### src/rtl/core/psd_pkg.sv
package psd_pkg;

   // default geometry
   localparam int DEPTH_DEF  = 128;
   localparam int DATA_W_DEF = 32;

   // fixed field widths
   localparam int OP_W     = 1;
   localparam int STATUS_W = 2;
   localparam int CFG_W    = 8;
   localparam int OCC_W    = 8;

   // capacity after reset
   localparam logic [CFG_W-1:0] CAP_RESET = 8'd128;

   // operation codes
   localparam logic [OP_W-1:0] OP_PUSH = 1'b0;
   localparam logic [OP_W-1:0] OP_POP  = 1'b1;

   // status codes
   localparam logic [STATUS_W-1:0] ST_OK    = 2'd0;
   localparam logic [STATUS_W-1:0] ST_FULL  = 2'd1;
   localparam logic [STATUS_W-1:0] ST_EMPTY = 2'd2;

   // controller to datapath commands
   typedef struct packed {
      logic capture;   // latch the request beat
      logic exec;      // evaluate push or pop against head and count
      logic pop_done;  // read data is back, finish the pop
   } ctl_cmd_type;

   // datapath to controller status
   typedef struct packed {
      logic need_read; // pop on a non-empty deque, read issued this cycle
   } dp_status_type;

endpackage

### src/rtl/core/psd_ram.sv
module psd_ram
   import psd_pkg::*;
#(
   parameter int WIDTH = DATA_W_DEF,
   parameter int DEPTH = DEPTH_DEF,
   localparam int AW   = (DEPTH > 1) ? $clog2(DEPTH) : 1
) (
   input  logic             clock,
   input  logic             wr_en,
   input  logic [AW-1:0]    wr_addr,
   input  logic [WIDTH-1:0] wr_data,
   input  logic             rd_en,
   input  logic [AW-1:0]    rd_addr,
   output logic [WIDTH-1:0] rd_data
);

   logic [WIDTH-1:0] mem_ff [DEPTH];
   logic [WIDTH-1:0] rd_data_ff;

   // single write port
   always_ff @(posedge clock) begin
      if (wr_en) begin
         mem_ff[wr_addr] <= wr_data;
      end
   end

   // registered read port
   always_ff @(posedge clock) begin
      if (rd_en) begin
         rd_data_ff <= mem_ff[rd_addr];
      end
   end

   assign rd_data = rd_data_ff;

endmodule

### src/rtl/core/psd_datapath.sv
module psd_datapath
   import psd_pkg::*;
#(
   parameter int DEPTH      = DEPTH_DEF,
   parameter int DATA_WIDTH = DATA_W_DEF
) (
   input  logic                  clock,
   input  logic                  reset,
   input  ctl_cmd_type           cmd,
   output dp_status_type         status,
   input  logic [OP_W-1:0]       req_operation,
   input  logic [DATA_WIDTH-1:0] req_value,
   input  logic                  csr_wr,
   input  logic [CFG_W-1:0]      csr_data,
   output logic                  rsp_valid,
   output logic [STATUS_W-1:0]   rsp_status,
   output logic [DATA_WIDTH-1:0] rsp_popped_value,
   output logic [OCC_W-1:0]      rsp_occupancy
);

   localparam int AW = (DEPTH > 1) ? $clog2(DEPTH) : 1;
   localparam int CW = $clog2(DEPTH + 1);
   localparam int SW = CW + 1;
   localparam int LW = (CW > CFG_W) ? CW : CFG_W;

   logic [OP_W-1:0]       op_ff;
   logic [DATA_WIDTH-1:0] value_ff;
   logic [AW-1:0]         head_ff, head_in;
   logic [CW-1:0]         count_ff, count_in;
   logic [CFG_W-1:0]      cap_ff;
   logic                  rsp_valid_ff, rsp_valid_in;
   logic [STATUS_W-1:0]   rsp_status_ff, rsp_status_in;
   logic [DATA_WIDTH-1:0] rsp_popped_ff, rsp_popped_in;
   logic [OCC_W-1:0]      rsp_occ_ff, rsp_occ_in;

   logic [SW-1:0]         slot_sum;
   logic [AW-1:0]         back_slot;
   logic [AW-1:0]         head_dec;
   logic [AW-1:0]         head_inc;
   logic                  is_pop;
   logic                  full;
   logic                  empty;
   logic                  wr_en;
   logic [AW-1:0]         wr_addr;
   logic [DATA_WIDTH-1:0] rd_data;

   // ring arithmetic, one compare and one add or subtract each
   assign slot_sum  = SW'(head_ff) + SW'(count_ff);
   assign back_slot = (slot_sum >= SW'(DEPTH)) ? AW'(slot_sum - SW'(DEPTH)) : AW'(slot_sum);
   assign head_dec  = (head_ff == '0) ? AW'(DEPTH - 1) : head_ff - AW'(1);
   assign head_inc  = (head_ff == AW'(DEPTH - 1)) ? '0 : head_ff + AW'(1);

   // limit is the smaller of capacity and depth
   assign is_pop = (op_ff == OP_POP);
   assign full   = (LW'(count_ff) >= LW'(cap_ff)) || (count_ff == CW'(DEPTH));
   assign empty  = (count_ff == '0);

   assign status.need_read = cmd.exec && is_pop && !empty;

   // ring write: even to the back, odd to the front
   assign wr_en   = cmd.exec && !is_pop && !full;
   assign wr_addr = value_ff[0] ? head_dec : back_slot;

   psd_ram #(
      .WIDTH (DATA_WIDTH),
      .DEPTH (DEPTH)
   ) u_ram (
      .clock   (clock),
      .wr_en   (wr_en),
      .wr_addr (wr_addr),
      .wr_data (value_ff),
      .rd_en   (status.need_read),
      .rd_addr (head_ff),
      .rd_data (rd_data)
   );

   // head, count and response next values
   always_comb begin
      head_in       = head_ff;
      count_in      = count_ff;
      rsp_valid_in  = 1'b0;
      rsp_status_in = rsp_status_ff;
      rsp_popped_in = rsp_popped_ff;
      rsp_occ_in    = rsp_occ_ff;
      priority if (cmd.pop_done) begin
         head_in       = head_inc;
         count_in      = count_ff - CW'(1);
         rsp_valid_in  = 1'b1;
         rsp_status_in = ST_OK;
         rsp_popped_in = rd_data;
         rsp_occ_in    = OCC_W'(count_ff - CW'(1));
      end else if (cmd.exec && !is_pop) begin
         rsp_valid_in  = 1'b1;
         rsp_popped_in = '0;
         if (full) begin
            rsp_status_in = ST_FULL;
            rsp_occ_in    = OCC_W'(count_ff);
         end else begin
            if (value_ff[0]) head_in = head_dec;
            count_in      = count_ff + CW'(1);
            rsp_status_in = ST_OK;
            rsp_occ_in    = OCC_W'(count_ff + CW'(1));
         end
      end else if (cmd.exec && empty) begin
         rsp_valid_in  = 1'b1;
         rsp_status_in = ST_EMPTY;
         rsp_popped_in = '0;
         rsp_occ_in    = OCC_W'(count_ff);
      end else begin
         // pop read in flight or idle
      end
   end

   // control state
   always_ff @(posedge clock) begin
      if (reset) begin
         head_ff      <= '0;
         count_ff     <= '0;
         cap_ff       <= CAP_RESET;
         rsp_valid_ff <= 1'b0;
      end else begin
         head_ff      <= head_in;
         count_ff     <= count_in;
         rsp_valid_ff <= rsp_valid_in;
         if (csr_wr) cap_ff <= csr_data;
      end
   end

   // payload registers
   always_ff @(posedge clock) begin
      if (cmd.capture) begin
         op_ff    <= req_operation;
         value_ff <= req_value;
      end
      rsp_status_ff <= rsp_status_in;
      rsp_popped_ff <= rsp_popped_in;
      rsp_occ_ff    <= rsp_occ_in;
   end

   assign rsp_valid        = rsp_valid_ff;
   assign rsp_status       = rsp_status_ff;
   assign rsp_popped_value = rsp_popped_ff;
   assign rsp_occupancy    = rsp_occ_ff;

   // count never passes the ring depth
   a_count_bound: assert property (@(posedge clock) disable iff (reset)
      count_ff <= CW'(DEPTH))
      else $error("entry count above depth");

   // a result strobe lasts a single cycle
   a_strobe_single: assert property (@(posedge clock) disable iff (reset)
      rsp_valid_ff |=> !rsp_valid_ff)
      else $error("result strobe held two cycles");

   // accepted push grows the count by one
   a_push_count: assert property (@(posedge clock) disable iff (reset)
      (cmd.exec && !is_pop && !full) |=> (count_ff == $past(count_ff) + CW'(1)))
      else $error("push did not advance count");

   // successful pop shrinks the count by one
   a_pop_count: assert property (@(posedge clock) disable iff (reset)
      cmd.pop_done |=> (count_ff == $past(count_ff) - CW'(1)))
      else $error("pop did not reduce count");

endmodule

### config.mk
export PLATFORM = sky130hd
export DESIGN_NAME = psd_datapath
export DESIGN_NICKNAME = d
export VERILOG_FILES = /design/src/rtl/core/psd_pkg.sv /design/src/rtl/core/psd_ram.sv /design/src/rtl/core/psd_datapath.sv
export SDC_FILE = /design/constraint.sdc
export NUM_CORES = 2
export LEC_CHECK = 0
export BUFFER_PORTS_ARGS = -buffer_cell sky130_fd_sc_hd__buf_2
export CAP_MARGIN = 20
export CORE_ASPECT_RATIO = 2
export CORE_MARGIN = 10
export CORE_UTILIZATION = 57
export CTS_CLUSTER_DIAMETER = 80
export DETAILED_ROUTE_END_ITERATION = 12
export PLACE_DENSITY = 0.74
export SLEW_MARGIN = 20
export SYNTH_ARGS = -nofsm -noshare
export SYNTH_HDL_FRONTEND = slang
export SYNTH_SLANG_ARGS = --single-unit
### constraint.sdc
create_clock -name clock -period 4.9 [get_ports clock]
set_input_delay 0 -clock clock [delete_from_list [all_inputs] [get_ports clock]]
set_output_delay 0 -clock clock [all_outputs]
set_load 0.1 [all_outputs]
==> metrics.md <==
| Metric | Value |
|---|---|
| Die area | `0.307 mm^2` |
| Crit path launch | `head_ff[1]$_SDFFE_PP0P_` |
| CTS tree | `yes` |
| Lkg Pwr | `0.0552 uW` |
| Ys flop type | `edfxtp_1` |
| # setup viols final | `0` |
| Clock slew at reported path FFs | `70 ps` |
| Yosys top cell by area | `edfxtp_1` |
| Clock Path Buffers | `4` |
| Cells on worst reg2reg path | `8` |
| Synth warnings | `0` |
| Largest net degree at the start of global routing | `136` |
| Worst path arrival time | `5180 ps` |
| PortBufs | `90` |
| Post-synthesis register bit count | `4227` |
| Kind of critical path | `flop to flop` |
| Drt pass-1 iters | `6` |
| Crit Path Max Fanout | `79` |
| Worst hold path startpoint | `csr_wr` |
| Die W | `397 um` |
| Final Hold Vio Count | `0` |
| Largest cells by area after synthesis | `edfxtp_1, mux4_2, mux2i_1, a22oi_1, buf_2` |
| Clock root cell | `clkbuf_16` |
| DR vias | `80600` |
| Worst r2r src | `head_ff[1]$_SDFFE_PP0P_` |
| Multi-input gate area | `0.0344 mm^2` |
| Dpl hpwl | `268 mm` |
| Slew @ Worst Pin | `1260 ps` |
| Period minus WS final | `4460 ps` |
| Grt total ovfl | `0` |
| Cell row count | `276` |
| Post-Route Skew | `53.7 ps` |
| H-tree Lvls | `5` |
| # nets final | `7807` |
| CTS sink cnt | `4227` |
| FF+latch area | `0.127 mm^2` |
| Final ANT Viol Nets | `0` |
| Initial antenna violation count | `46` |
| Post-CTS Setup Bufs | `0` |
| Syn Std Cell Area | `0.162 mm^2` |
| Cell variety after synth | `63` |
| Pwr Density | `429 mW/mm^2` |
| Post-CTS sizing | `0` |
| Ratio of cells with drive above 1 in the final layout | `25.9%` |
| Fill count | `17700` |
| Routed WL | `451 mm` |
| Top cell type's share of synthesized area | `77.8%` |
| Global Route Usage Sum | `29.1%` |
| Via/cell ratio | `6.84` |
| Die Height | `774 um` |
| GP Congestion | `0.949` |
| Syn Area/Cell | `22.3 um^2` |
| Peak supply drop | `0.418 mV` |
| Vias in the first global route | `82200` |
| Relative slew margins | `15.8%` |
| Status | `finished, final reports clean` |
| Mapped Nets | `7329` |
| Setup tns final | `0 ps` |
| Mapped Cells | `7262` |
| EDFF count, synth | `4201` |
| WL/cell | `38.2 um` |
| Initial Util | `57.3%` |
| DRC errors left | `0` |
| Max cap viols | `0` |
| Max-slew violation count | `0` |
| Critical Path End Type | `flop` |
| Num CTS Buffers | `343` |
| Final hold slack | `141 ps` |
| First-pass GRT wire length | `630 mm` |
| 1st-iter DRT viols | `12200` |
| # IOs | `91` |
| Clk_lat worst skew | `970 ps` |
| Area Overhead vs Synth | `12.4%` |
| Crit share post-route | `91.1%` |
| Async S/R FF share, synth | `0%` |
| Sequential cell area fraction in the yosys report | `78.2%` |
| Top-count cell post-synth | `edfxtp_1` |
| Hold path cells | `3` |
| Unrepaired setup endpoints after global routing | `no` |
| Final Power | `78200 uW` |
| Min-Delay Path Class | `input port to flop` |
| Hold_buf cts | `97` |
| Top post-synthesis cells by count | `edfxtp_1, mux4_2, mux2i_1` |
| CP Launch Type | `flop` |
| Core ar. | `0.283 mm^2` |
| Max Fclk | `224 MHz` |
| CP required | `5610 ps` |
==> final timing paths <==
kind | end | slack, ps
min | cap_ff[7]$_SDFFE_PP1P_ | 140
max reg2reg | u_ram.rd_data[16]$_DFFE_PP_ | 440
min reg2reg | rsp_status[1]$_SDFFE_PP0P_ | 480
max | u_ram.rd_data[16]$_DFFE_PP_ | 440
==> kinds of logic (layout without fill, tap and decap cells) <==
group	Yosys count	count (layout)	share of synthesized area (%)
flops	4227	4227	78.2
mux	1464	1464	16.3
simple gates	596	596	1.75
compound gates	511	511	2.24
buf+inv	424	1177	1.27
fa+ha+maj	20	20	0.159
xor+xnor	20	20	0.108
other cells	0	18	0
==> state kept, by name, summed over array words and instances, names as in the netlist <==
signal            flops
rsp_occupancy         8
value_ff             32
u_ram.rd_data        32
head_ff               7
cap_ff                8
u_ram.mem_ff       4096
is_pop                1
rsp_status            2
count_ff              8
rsp_valid             1
rsp_popped_value     32
==> metal layers <==
metal  part of all wire [%]  up-vias  GRT usage (%)
met3                    9.2     1200           5.26
met2                     51     5492           48.4
met1                     31    42300           33.7
met5                  0.026        -              0
met4                    8.9       16           21.7
li1                       -    31600              -
==> through the flow <==
| stage | util (%) | instances | setup WS, ps | cell area [um^2] |
|---|---|---|---|---|
| 2_1_floorplan | - | 7262 | -1.48 | 162000 |
| 3_3_place_gp | 59.9 | 11000 | 21.6 | 170000 |
| 3_5_place_dp | 60.0 | 11000 | 478 | 170000 |
| 4_1_cts | 64.3 | 11800 | 433 | 182000 |
| 5_1_grt | 64.4 | 11800 | 392 | 182000 |
| 6_report | 64.4 | 11800 | 438 | 182000 |
==> report_power, final <==
part	switching [uW]	internal [uW]
Sequential	264	40500
Clock	12700	15200
Combinational	6410	3190
Total	19400	58800
==> cell type report <==
class / instances / share of cell area (%)
inverter: 19 / 0.0391
sequential: 4227 / 69.5
timing repair buffer: 538 / 2.80
clock inverter: 208 / 1.14
tap: 3753 / 2.58
antenna: 18 / 0.0247
multi-input combinational: 2611 / 18.9
clock buffer: 412 / 4.98
==> cells in the final DEF, fill, tap and decap left out, drive strengths merged, types with 14 or more instances in the layout <==
cell,netlist,routed
edfxtp,4201,4201
mux4,943,943
mux2i,519,519
buf,266,440
clkbuf,139,413
a22oi,250,250
nor2,202,202
clkinv,0,142
dlygate4sd3,0,97
nand2,95,95
nand3,88,88
a21oi,87,87
nor3,50,50
and2,40,40
bufinv,0,36
o22ai,32,32
nand4,28,28
inv,19,27
dfxtp,26,26
or3,23,23
a31oi,23,23
clkinvlp,0,22
ha,19,19
diode,0,18
a22o,17,17
nor4,16,16
and3,15,15
a221oi,15,15
or2,14,14
a31o,14,14
==> worst max-delay path: stages, from the launching register on <==
cell and delay [ps]:
dfxtp_4 490, buf_12 420, buf_12 470, mux4_2 410
a221oi_1 820, nand2_1 220, a21oi_1 880, a22oi_1 160
buf_4 200
(Power assumes the default switching activity.)
